File: config.mk
export PLATFORM = sky130hd
export DESIGN_NAME = cal_table_bilinear_interp
export DESIGN_NICKNAME = d
export VERILOG_FILES = /design/src/rtl/ctbi_pkg.sv /design/src/rtl/cal_table_bilinear_interp.sv
export VERILOG_INCLUDE_DIRS = /design/src /design/src/rtl
export SDC_FILE = /design/constraint.sdc
export NUM_CORES = 2
export LEC_CHECK = 0
export BUFFER_PORTS_ARGS = -buffer_cell sky130_fd_sc_hd__buf_2
export CORE_UTILIZATION = 30
export DETAILED_ROUTE_END_ITERATION = 8
export SLEW_MARGIN = 25
export SYNTH_ARGS = -nofsm -noshare
export SYNTH_HDL_FRONTEND = slang
export SYNTH_SLANG_ARGS = --single-unit
File: constraint.sdc
create_clock -name clock -period 10.4 [get_ports clock]
set_input_delay 2.08 -clock clock [delete_from_list [all_inputs] [get_ports clock]]
set_output_delay 2.08 -clock clock [all_outputs]
set_load 0.01 [all_outputs]
File: src/rtl/cal_table_bilinear_interp_assert.svh
// Assertion macros shared by the RTL.
// Each expects clock and reset in scope; reset disables checking.
`ifndef CAL_TABLE_BILINEAR_INTERP_ASSERT_SVH
`define CAL_TABLE_BILINEAR_INTERP_ASSERT_SVH

// Same-cycle implication.
`define CTBI_ASSERT_IMPLY(lbl, ante, cons, msg) \
   lbl: assert property (@(posedge clock) disable iff (reset) (ante) |-> (cons)) \
      else $error(msg);

// Next-cycle implication.
`define CTBI_ASSERT_NEXT(lbl, ante, cons, msg) \
   lbl: assert property (@(posedge clock) disable iff (reset) (ante) |=> (cons)) \
      else $error(msg);

`endif

File: src/rtl/ctbi_pkg.sv
`default_nettype none

package ctbi_pkg;

   localparam int PWR_IN_W   = 15;
   localparam int FREQ_IN_W  = 16;
   localparam int OFFSET_W   = 13;
   localparam int SUM_PWR_W  = 16;
   localparam int VPD_W      = 11;

   localparam int FREQ_BASE   = 5600;
   localparam int FREQ_STEP   = 50;
   localparam int PWR_BASE_DB = 10;

   // col = (fo * FREQ_RECIP) >> FREQ_RECIP_SH, exact for fo up to 50*31
   localparam int FREQ_RECIP    = 1311;
   localparam int FREQ_RECIP_W  = 11;
   localparam int FREQ_RECIP_SH = 16;

   // q = (x * DIV50_RECIP) >> DIV50_SH, exact for x below 2^17
   localparam int DIV50_RECIP   = 167773;
   localparam int DIV50_RECIP_W = 18;
   localparam int DIV50_SH      = 23;

   localparam int ROM_ROWS = 17;
   localparam int ROM_COLS = 9;
   localparam int ROM_MAX  = 1465;

   localparam logic [VPD_W-1:0] VPD_ROM [0:ROM_ROWS-1][0:ROM_COLS-1] = '{
      '{11'd415,  11'd375,  11'd375,  11'd380,  11'd380,  11'd380,  11'd395,  11'd390,  11'd400},
      '{11'd420,  11'd420,  11'd400,  11'd400,  11'd405,  11'd425,  11'd430,  11'd440,  11'd435},
      '{11'd470,  11'd455,  11'd445,  11'd445,  11'd455,  11'd465,  11'd485,  11'd490,  11'd490},
      '{11'd525,  11'd510,  11'd490,  11'd490,  11'd500,  11'd515,  11'd540,  11'd550,  11'd545},
      '{11'd575,  11'd565,  11'd555,  11'd545,  11'd560,  11'd575,  11'd595,  11'd600,  11'd600},
      '{11'd640,  11'd630,  11'd610,  11'd610,  11'd625,  11'd645,  11'd665,  11'd675,  11'd670},
      '{11'd730,  11'd710,  11'd685,  11'd680,  11'd690,  11'd725,  11'd750,  11'd755,  11'd755},
      '{11'd805,  11'd785,  11'd755,  11'd755,  11'd770,  11'd805,  11'd830,  11'd840,  11'd835},
      '{11'd905,  11'd875,  11'd850,  11'd845,  11'd860,  11'd895,  11'd910,  11'd930,  11'd935},
      '{11'd1020, 11'd995,  11'd955,  11'd945,  11'd960,  11'd995,  11'd1030, 11'd1045, 11'd1055},
      '{11'd1180, 11'd1115, 11'd1075, 11'd1065, 11'd1080, 11'd1125, 11'd1150, 11'd1175, 11'd1165},
      '{11'd1335, 11'd1260, 11'd1230, 11'd1210, 11'd1235, 11'd1260, 11'd1295, 11'd1310, 11'd1320},
      '{11'd1415, 11'd1395, 11'd1355, 11'd1355, 11'd1355, 11'd1390, 11'd1395, 11'd1400, 11'd1390},
      '{11'd1440, 11'd1430, 11'd1430, 11'd1430, 11'd1435, 11'd1435, 11'd1440, 11'd1430, 11'd1425},
      '{11'd1440, 11'd1440, 11'd1450, 11'd1445, 11'd1450, 11'd1450, 11'd1450, 11'd1440, 11'd1435},
      '{11'd1450, 11'd1450, 11'd1450, 11'd1455, 11'd1450, 11'd1450, 11'd1450, 11'd1450, 11'd1435},
      '{11'd1450, 11'd1450, 11'd1450, 11'd1455, 11'd1465, 11'd1460, 11'd1460, 11'd1450, 11'd1445}
   };

   // Entries outside the stored grid read as zero.
   function automatic logic [VPD_W-1:0] vpd_rom_read(input logic [4:0] row,
                                                     input logic [4:0] col);
      logic [VPD_W-1:0] val;
      val = '0;
      if ((row < 5'(ROM_ROWS)) && (col < 5'(ROM_COLS))) begin
         val = VPD_ROM[row][col[3:0]];
      end
      return val;
   endfunction

endpackage

`default_nettype wire

File: src/rtl/cal_table_bilinear_interp.sv
`default_nettype none
// Calibration-table setpoint lookup with bilinear interpolation.
// Input channel: an item (req_power_db in 1/256 dB, req_freq_mhz in MHz) transfers at a
// rising edge with start high and busy low. busy is always low: the pipeline takes one
// item every cycle, back to back.
// Result channel: rsp_valid is high for exactly one cycle with rsp_vpd_setpoint and
// rsp_clamped; the receiver cannot stall, so nothing waits and nothing is dropped.
// Pipeline: ten register stages, the first loaded at the accepting edge: offset add,
// clamp, row/column split, column correction, table read, two multiply stages, sum,
// divide-by-12800 reciprocal multiply, output. Throughput is one item per cycle, set by
// the fully pipelined datapath; the table is constant logic read at four corners per cycle.
// Configuration: csr_wr_en writes csr_wr_data into the signed power offset (1/256 dB).
// Write only while no items are in flight.
// Reset (synchronous, active high) clears the offset to zero and all stage valid bits;
// items in flight are discarded.
module cal_table_bilinear_interp
   import ctbi_pkg::*;
#(
   parameter int FREQ_POINTS  = 9,
   parameter int POWER_POINTS = 17
) (
   input  wire logic                        clock,
   input  wire logic                        reset,
   input  wire logic                        start,
   output logic                             busy,
   input  wire logic signed [PWR_IN_W-1:0]  req_power_db,
   input  wire logic        [FREQ_IN_W-1:0] req_freq_mhz,
   input  wire logic                        csr_wr_en,
   input  wire logic signed [OFFSET_W-1:0]  csr_wr_data,
   output logic                             rsp_valid,
   output logic             [VPD_W-1:0]     rsp_vpd_setpoint,
   output logic                             rsp_clamped
);

`include "cal_table_bilinear_interp_assert.svh"

   // clamp window and derived widths
   localparam int PR_MAX  = (POWER_POINTS - 1) * 256;
   localparam int FO_MAX  = FREQ_STEP * (FREQ_POINTS - 1);
   localparam int PR_W    = $clog2(PR_MAX + 1);
   localparam int FO_W    = $clog2(FO_MAX + 1);
   localparam int ROW_W   = $clog2(POWER_POINTS);
   localparam int COL_W   = $clog2(FREQ_POINTS);
   localparam int ROWR_W  = PR_W - 8;
   localparam int CPROD_W = FO_W + FREQ_RECIP_W;
   localparam int COLR_W  = CPROD_W - FREQ_RECIP_SH;
   localparam int WX_W    = 9;
   localparam int WY_W    = 6;
   localparam int T_W     = VPD_W + WX_W;
   localparam int U_W     = T_W + WY_W;
   localparam int S_W     = U_W + 1;
   localparam int X_W     = S_W - 8;
   localparam int QP_W    = X_W + DIV50_RECIP_W;
   localparam int DX_EXT_W = PR_W + 1;

   localparam logic signed [SUM_PWR_W-1:0] PWR_LO =
      SUM_PWR_W'(PWR_BASE_DB * 256);
   localparam logic signed [SUM_PWR_W-1:0] PWR_HI =
      SUM_PWR_W'((PWR_BASE_DB + POWER_POINTS - 1) * 256);
   localparam logic [FREQ_IN_W-1:0] F_LO = FREQ_IN_W'(FREQ_BASE);
   localparam logic [FREQ_IN_W-1:0] F_HI = FREQ_IN_W'(FREQ_BASE + FO_MAX);

   assign busy = 1'b0;

   // ---------------------------------------------------------------- offset register
   logic signed [OFFSET_W-1:0] offset_ff;

   always_ff @(posedge clock) begin
      if (reset) begin
         offset_ff <= '0;
      end else if (csr_wr_en) begin
         offset_ff <= csr_wr_data;
      end
   end

   // ---------------------------------------------------------------- stage 1: offset add
   logic                        s1_valid_ff;
   logic signed [SUM_PWR_W-1:0] s1_power_ff;
   logic signed [SUM_PWR_W-1:0] s1_power_in;
   logic        [FREQ_IN_W-1:0] s1_freq_ff;

   assign s1_power_in = $signed({req_power_db[PWR_IN_W-1], req_power_db})
                      + $signed({{(SUM_PWR_W-OFFSET_W){offset_ff[OFFSET_W-1]}}, offset_ff});

   // ---------------------------------------------------------------- stage 2: clamp
   logic                        s2_valid_ff;
   logic        [PR_W-1:0]      s2_pr_ff, s2_pr_in;
   logic        [FO_W-1:0]      s2_fo_ff, s2_fo_in;
   logic                        s2_clamped_ff, s2_clamped_in;
   logic signed [SUM_PWR_W-1:0] s2_pc;
   logic        [FREQ_IN_W-1:0] s2_fc;
   logic signed [SUM_PWR_W-1:0] s2_pdiff;
   logic        [FREQ_IN_W-1:0] s2_fdiff;

   always_comb begin
      s2_clamped_in = 1'b0;
      s2_pc         = s1_power_ff;
      s2_fc         = s1_freq_ff;
      // in-window values pass through untouched
      if (s1_power_ff < PWR_LO) begin
         s2_pc         = PWR_LO;
         s2_clamped_in = 1'b1;
      end else if (s1_power_ff > PWR_HI) begin
         s2_pc         = PWR_HI;
         s2_clamped_in = 1'b1;
      end
      if (s1_freq_ff < F_LO) begin
         s2_fc         = F_LO;
         s2_clamped_in = 1'b1;
      end else if (s1_freq_ff > F_HI) begin
         s2_fc         = F_HI;
         s2_clamped_in = 1'b1;
      end
      s2_pdiff = s2_pc - PWR_LO;
      s2_fdiff = s2_fc - F_LO;
      s2_pr_in = s2_pdiff[PR_W-1:0];
      s2_fo_in = s2_fdiff[FO_W-1:0];
   end

   // ---------------------------------------------------------------- stage 3: row split, column estimate
   logic                  s3_valid_ff;
   logic [ROW_W-1:0]      s3_row_ff, s3_row_in;
   logic [WX_W-1:0]       s3_dx_ff, s3_dx_in;
   logic [CPROD_W-1:0]    s3_cprod_ff, s3_cprod_in;
   logic [FO_W-1:0]       s3_fo_ff;
   logic                  s3_clamped_ff;
   logic [ROWR_W-1:0]     s3_row_raw;
   logic [DX_EXT_W-1:0]   s3_dx_ext;

   always_comb begin
      s3_row_raw = s2_pr_ff[PR_W-1:8];
      if (ROW_W'(s3_row_raw) > ROW_W'(POWER_POINTS - 2)) begin
         s3_row_in = ROW_W'(POWER_POINTS - 2);
      end else begin
         s3_row_in = ROW_W'(s3_row_raw);
      end
      s3_dx_ext   = DX_EXT_W'(s2_pr_ff) - DX_EXT_W'({s3_row_in, 8'h00});
      s3_dx_in    = s3_dx_ext[WX_W-1:0];
      s3_cprod_in = CPROD_W'(s2_fo_ff) * CPROD_W'(FREQ_RECIP);
   end

   // ---------------------------------------------------------------- stage 4: column clip, dy
   logic              s4_valid_ff;
   logic [ROW_W-1:0]  s4_row_ff;
   logic [WX_W-1:0]   s4_dx_ff;
   logic [COL_W-1:0]  s4_col_ff, s4_col_in;
   logic [WY_W-1:0]   s4_dy_ff, s4_dy_in;
   logic              s4_clamped_ff;
   logic [COLR_W-1:0] s4_col_raw;
   logic [FO_W-1:0]   s4_dy_ext;

   always_comb begin
      s4_col_raw = s3_cprod_ff[CPROD_W-1:FREQ_RECIP_SH];
      if (COLR_W'(s4_col_raw) > COLR_W'(FREQ_POINTS - 2)) begin
         s4_col_in = COL_W'(FREQ_POINTS - 2);
      end else begin
         s4_col_in = COL_W'(s4_col_raw);
      end
      s4_dy_ext = s3_fo_ff - FO_W'(FO_W'(s4_col_in) * FO_W'(FREQ_STEP));
      s4_dy_in  = s4_dy_ext[WY_W-1:0];
   end

   // ---------------------------------------------------------------- stage 5: corner read, weights
   logic             s5_valid_ff;
   logic [VPD_W-1:0] s5_q11_ff, s5_q12_ff, s5_q21_ff, s5_q22_ff;
   logic [WX_W-1:0]  s5_dx_ff, s5_wx_ff;
   logic [WY_W-1:0]  s5_dy_ff, s5_wy_ff;
   logic             s5_clamped_ff;
   logic [4:0]       s5_r0, s5_r1, s5_c0, s5_c1;

   assign s5_r0 = 5'(s4_row_ff);
   assign s5_r1 = 5'(s4_row_ff) + 5'd1;
   assign s5_c0 = 5'(s4_col_ff);
   assign s5_c1 = 5'(s4_col_ff) + 5'd1;

   // ---------------------------------------------------------------- stage 6: power-axis products
   logic             s6_valid_ff;
   logic [T_W-1:0]   s6_t11_ff, s6_t12_ff, s6_t21_ff, s6_t22_ff;
   logic [WY_W-1:0]  s6_dy_ff, s6_wy_ff;
   logic             s6_clamped_ff;

   // ---------------------------------------------------------------- stage 7: freq-axis products
   logic             s7_valid_ff;
   logic [U_W-1:0]   s7_u11_ff, s7_u12_ff, s7_u21_ff, s7_u22_ff;
   logic             s7_clamped_ff;

   // ---------------------------------------------------------------- stage 8: sum
   logic             s8_valid_ff;
   logic [S_W-1:0]   s8_sum_ff;
   logic             s8_clamped_ff;

   // ---------------------------------------------------------------- stage 9: /50 reciprocal
   // sum/12800 = (sum >> 8) / 50
   logic             s9_valid_ff;
   logic [QP_W-1:0]  s9_qprod_ff;
   logic             s9_clamped_ff;

   // ---------------------------------------------------------------- output register
   logic             rsp_valid_ff;
   logic [VPD_W-1:0] rsp_vpd_ff;
   logic             rsp_clamped_ff;

   // valid bits
   always_ff @(posedge clock) begin
      if (reset) begin
         s1_valid_ff  <= 1'b0;
         s2_valid_ff  <= 1'b0;
         s3_valid_ff  <= 1'b0;
         s4_valid_ff  <= 1'b0;
         s5_valid_ff  <= 1'b0;
         s6_valid_ff  <= 1'b0;
         s7_valid_ff  <= 1'b0;
         s8_valid_ff  <= 1'b0;
         s9_valid_ff  <= 1'b0;
         rsp_valid_ff <= 1'b0;
      end else begin
         s1_valid_ff  <= start && !busy;
         s2_valid_ff  <= s1_valid_ff;
         s3_valid_ff  <= s2_valid_ff;
         s4_valid_ff  <= s3_valid_ff;
         s5_valid_ff  <= s4_valid_ff;
         s6_valid_ff  <= s5_valid_ff;
         s7_valid_ff  <= s6_valid_ff;
         s8_valid_ff  <= s7_valid_ff;
         s9_valid_ff  <= s8_valid_ff;
         rsp_valid_ff <= s9_valid_ff;
      end
   end

   // payload, no reset
   always_ff @(posedge clock) begin
      s1_power_ff   <= s1_power_in;
      s1_freq_ff    <= req_freq_mhz;

      s2_pr_ff      <= s2_pr_in;
      s2_fo_ff      <= s2_fo_in;
      s2_clamped_ff <= s2_clamped_in;

      s3_row_ff     <= s3_row_in;
      s3_dx_ff      <= s3_dx_in;
      s3_cprod_ff   <= s3_cprod_in;
      s3_fo_ff      <= s2_fo_ff;
      s3_clamped_ff <= s2_clamped_ff;

      s4_row_ff     <= s3_row_ff;
      s4_dx_ff      <= s3_dx_ff;
      s4_col_ff     <= s4_col_in;
      s4_dy_ff      <= s4_dy_in;
      s4_clamped_ff <= s3_clamped_ff;

      s5_q11_ff     <= vpd_rom_read(s5_r0, s5_c0);
      s5_q12_ff     <= vpd_rom_read(s5_r0, s5_c1);
      s5_q21_ff     <= vpd_rom_read(s5_r1, s5_c0);
      s5_q22_ff     <= vpd_rom_read(s5_r1, s5_c1);
      s5_dx_ff      <= s4_dx_ff;
      s5_wx_ff      <= WX_W'(256) - s4_dx_ff;
      s5_dy_ff      <= s4_dy_ff;
      s5_wy_ff      <= WY_W'(FREQ_STEP) - s4_dy_ff;
      s5_clamped_ff <= s4_clamped_ff;

      s6_t11_ff     <= T_W'(s5_q11_ff) * T_W'(s5_wx_ff);
      s6_t12_ff     <= T_W'(s5_q12_ff) * T_W'(s5_wx_ff);
      s6_t21_ff     <= T_W'(s5_q21_ff) * T_W'(s5_dx_ff);
      s6_t22_ff     <= T_W'(s5_q22_ff) * T_W'(s5_dx_ff);
      s6_dy_ff      <= s5_dy_ff;
      s6_wy_ff      <= s5_wy_ff;
      s6_clamped_ff <= s5_clamped_ff;

      s7_u11_ff     <= U_W'(s6_t11_ff) * U_W'(s6_wy_ff);
      s7_u21_ff     <= U_W'(s6_t21_ff) * U_W'(s6_wy_ff);
      s7_u12_ff     <= U_W'(s6_t12_ff) * U_W'(s6_dy_ff);
      s7_u22_ff     <= U_W'(s6_t22_ff) * U_W'(s6_dy_ff);
      s7_clamped_ff <= s6_clamped_ff;

      s8_sum_ff     <= S_W'(s7_u11_ff) + S_W'(s7_u21_ff)
                     + S_W'(s7_u12_ff) + S_W'(s7_u22_ff);
      s8_clamped_ff <= s7_clamped_ff;

      s9_qprod_ff   <= QP_W'(s8_sum_ff[S_W-1:8]) * QP_W'(DIV50_RECIP);
      s9_clamped_ff <= s8_clamped_ff;

      rsp_vpd_ff     <= s9_qprod_ff[DIV50_SH +: VPD_W];
      rsp_clamped_ff <= s9_clamped_ff;
   end

   assign rsp_valid        = rsp_valid_ff;
   assign rsp_vpd_setpoint = rsp_vpd_ff;
   assign rsp_clamped      = rsp_clamped_ff;

   // ---------------------------------------------------------------- checks
   `CTBI_ASSERT_NEXT(a_last_stage_to_rsp, s9_valid_ff, rsp_valid_ff, "result strobe lost")
   `CTBI_ASSERT_IMPLY(a_pr_in_window, s2_valid_ff,
      s2_pr_ff <= PR_W'(PR_MAX), "power outside window")
   `CTBI_ASSERT_IMPLY(a_cell_offsets, s4_valid_ff,
      (s4_dx_ff <= WX_W'(256)) && (s4_dy_ff <= WY_W'(FREQ_STEP)), "cell offset out of range")
   `CTBI_ASSERT_IMPLY(a_setpoint_bound, rsp_valid_ff,
      rsp_vpd_ff <= VPD_W'(ROM_MAX), "setpoint above table")

endmodule

`default_nettype wire

==> results by group <==
Finish
  – Final net count: slightly above 7000
  – Final core occ: 0.3293
  – Fillers: 17850
  – Final instance area: 56610 um^2
  – Antenna cells: 0
  – Area growth syn-to-layout: 8.720%
  – Share of cells above drive strength 1: 0.05029

STA
  – Slew headroom: 0.3116
  – Final min period: 5.870 ns
  – Worst-Margin Slew: about 1 ns
  – RSZ-0062 raised after global routing: no
  – Slew Viols, Final: 0
  – Max Clock Freq: between 150 and 200 MHz
  – Hold Fails Final Rpt: 0
  – Fin Setup TNS: 0 ns
  – Final setup viols: 0
  – Clock Skew: 0.06114 ns
  – Final period util: 0.5644

Clock tree
  – Clock-pin slew on the worst setup and hold paths: 0.07 ns
  – Hold_buf cts: 0
  – CTS tree: yes
  – Post-CTS setup buffers: 0
  – Max Root-Sink Buffers: 3
  – CTS Sinks: 442
  – H-tree depth: 2
  – Root Driver: clkbuf_16
  – Cts repair resizes: 0
  – TritonCTS Buffers: 52
  – Clk_lat worst skew: 0.69 ns

Route
  – DRT antenna net count: 0
  – Drt via density: 4.857
  – Met1 WL: 58730 um
  – WL/cell: 16.74 um
  – Via count: 39230
  – Met3 WL post-DR: around 7300 um
  – First-iteration detailed-routing DRC count: roughly 2700
  – Top sig layer: met4
  – Routed WL: 135200 um
  – DRC viols: 0
  – Routed wl met2: 64750 um
  – Initial DRT Pass Iterations: 7

Synth
  – Yosys top cell area share: 0.2941
  – Post-synth EDFFs: 0
  – Syn Area/Cell: roughly 9 um^2
  – Ys flop type: dfxtp_1
  – Leading area contributor after synthesis: fa_1
  – Netlist Area Pre-Place: 52070 um^2
  – Fraction of the yosys area taken by sequential cells: 0.1699
  – Mapped Cells: 5810
  – Post-synthesis register bit count: around 440
  – Synth warn: 0
  – Async S/R FF share, synth: 0
  – Unique cell type count in the Yosys netlist: 92
  – Synth area leaders: fa_1 (29%), dfxtp_1 (17%), ha_1 (14%), inv_1 (6.9%), nand2_1 (6.1%)

Floorplan
  – Number of I/O pins: 62
  – Die Height: 418.6 um
  – Die ar.: 175200 um^2
  – FP Rows: 152
  – CORE AREA: 171900 um^2
  – Starting density of the core: 0.3029
  – Die width: between 400 and 500 um

Global routing
  – Global-route usage over all layers: 0.1560
  – First-pass GRT wire length: 221000 um
  – Grt total ovfl: 0
  – Initial antenna violation count: 1
  – Number of global-route vias before repair: 41110
  – Pin count of the biggest net entering global routing: 86

Worst hold path
  – Worst Hold Class: reg -> reg

Critical path
  – Startpoint Class: flop
  – Worst path max stage delay: 0.61 ns
  – Required time worst endpoint: 10.98 ns
  – Max stage delay cell, worst path: dfxtp_1
  – Most Frequent Cell on Critical Path: fa_1
  – Delay-heaviest family, CP: adder cells
  – Worst Setup End Kind: flop
  – Bufs and invs on worst path: 4
  – Crit Path Max Fanout: 9
  – Worst-path cell chain: inv_1 > ha_1 > fa_1 > fa_1 > inv_1 > fa_1 > fa_1 > inv_1 > fa_1 > inv_1 > ha_1 > nand3_1 > o221ai_1 > a21oi_1 > a21oi_1 > o31ai_1 > nor2_1 > a2111oi_0 > xnor2_1
  – Data arrival time of the worst path: 6.45 ns
  – Setup CP Type: reg -> reg

Placed design
  – HPWL after DPL: 107200 um
  – DP Area: roughly 55000 um^2
  – Number of port buffers: 60
  – Gpl congestion: 0.9423

Run status
  – Outcome: complete, no violations

Job
  – Maxcap violations: 0
[layer usage]
layer / global-route usage / vias up
li1: - / 18450
met4: 0.05209 / 0
met2: 0.2689 / 1231
met3: 0.02029 / 248
met1: 0.2000 / 19300
met5: 0 / -
[registers in the layout (all words and copies together) (netlist names), 13 cells and up]
signal       cells
offset_ff       13
s1_freq_ff      16
s1_power_ff     16
s2_pr_ff        13
s6_t11_ff       20
s6_t12_ff       20
s6_t21_ff       20
s6_t22_ff       20
s7_u11_ff       26
s7_u12_ff       26
s7_u21_ff       26
s7_u22_ff       26
s8_sum_ff       19
[synth_stat cells, drive strengths merged (17+ instances only)]
cell type and number:
inv 953, nand2 848, fa 765, ha 562, dfxtp 442, a21oi 274
and2 259, nor2 257, clkbuf 186, o21ai 183, xnor2 150, a21o 76
buf 58, nor3 57, xor2 55, nand3 50, nor2b 43, nand2b 37
a211oi 36, mux2i 36, a31oi 32, mux4 29, and3 28, o21a 27
o21bai 27, o22ai 26, o211ai 24, or2 22, a211o 17, or3 17
[worst register-to-register path, delay by kind of cell, from the launching register on]
kind	cells	cell delay (ns)
AOI/OAI and AO/OA	5	1.44
xor gates and xnor gates	1	0.17
adders and majority gates	7	3.15
buffers and inverters	4	0.24
DFF	1	0.61
and+or+nand+nor	2	0.21
[area by class of cell]
| type | instances | area (um^2) | area share |
|---|---|---|---|
| Tap cell | 2310 | 2890 | 0.05105 |
| Clock buffer | 58 | 1374 | 0.02427 |
| Clock inverter | 39 | 601.8 | 0.01063 |
| Inverter | 955 | 3585 | 0.06332 |
| Multi-Input combinational cell | 4172 | 38700 | 0.6836 |
| Timing Repair Buffer | 100 | 600.6 | 0.01061 |
| Sequential cell | 442 | 8859 | 0.1565 |
[per-stage QoR]
step / instances / hold WS (ns) / setup WS, ns
2_1_floorplan: 5813 / 0.3096 / 5.067
3_3_place_gp: 7979 / 0.3105 / 4.463
3_5_place_dp: 7979 / 0.3121 / 4.498
4_1_cts: 8076 / 0.3252 / 4.491
5_1_grt: 8076 / 0.3308 / 4.103
6_report: 8076 / 0.3223 / 4.530
[worst paths after layout]
kind	startpoint	end	slack (ns)	cells past startpoint
max	s8_sum_ff[25]	s9_qprod_ff[33]	4.53	19
max reg2reg	s8_sum_ff[25]	s9_qprod_ff[33]	4.53	19
min reg2reg	s5_wy_ff[2]	s6_wy_ff[2]	0.32	0
min	s5_wy_ff[2]	s6_wy_ff[2]	0.32	0
[layout by cell type (no fill, tap or decap), types with 14 or more instances in the layout]
| cell type | count |
|---|---|
| and3_1 | 27 |
| dfxtp_1 | 436 |
| nand2_1 | 848 |
| o22ai_1 | 26 |
| a21oi_1 | 274 |
| inv_1 | 951 |
| a211oi_1 | 35 |
| or3_1 | 17 |
| ha_1 | 562 |
| o21a_1 | 27 |
| mux4_2 | 29 |
| buf_4 | 40 |
| clkbuf_16 | 52 |
| nand2b_1 | 37 |
| or2_2 | 21 |
| fa_1 | 765 |
| nand3_1 | 49 |
| o21bai_1 | 27 |
| buf_2 | 60 |
| a211o_1 | 17 |
| nor2b_1 | 43 |
| nand4_1 | 14 |
| o211ai_1 | 24 |
| a31oi_1 | 32 |
| a21o_1 | 76 |
| xnor2_1 | 144 |
| xor2_1 | 54 |
| nor3_1 | 56 |
| nor2_1 | 256 |
| o21ai_0 | 182 |
| mux2i_1 | 36 |
| and2_1 | 258 |
[cells by family (layout without fill, tap and decap cells)]
logic type                 after synthesis  count (layout)  synth area share
AOI/OAI and AO/OA                      904             904            0.1120
adders and majority gates             1327            1327            0.4291
muxes                                   70              70           0.02054
and+or+nand+nor                       1662            1662            0.1451
DFF                                    442             442            0.1699
buffers and inverters                 1199            1152           0.08799
xor gates and xnor gates               205             205           0.03527
other                                    1               4        0.00007202
Power is left out: the tool's default activity adds up to more than one toggle a clock period on the data nets, which glitch-free logic cannot reach.
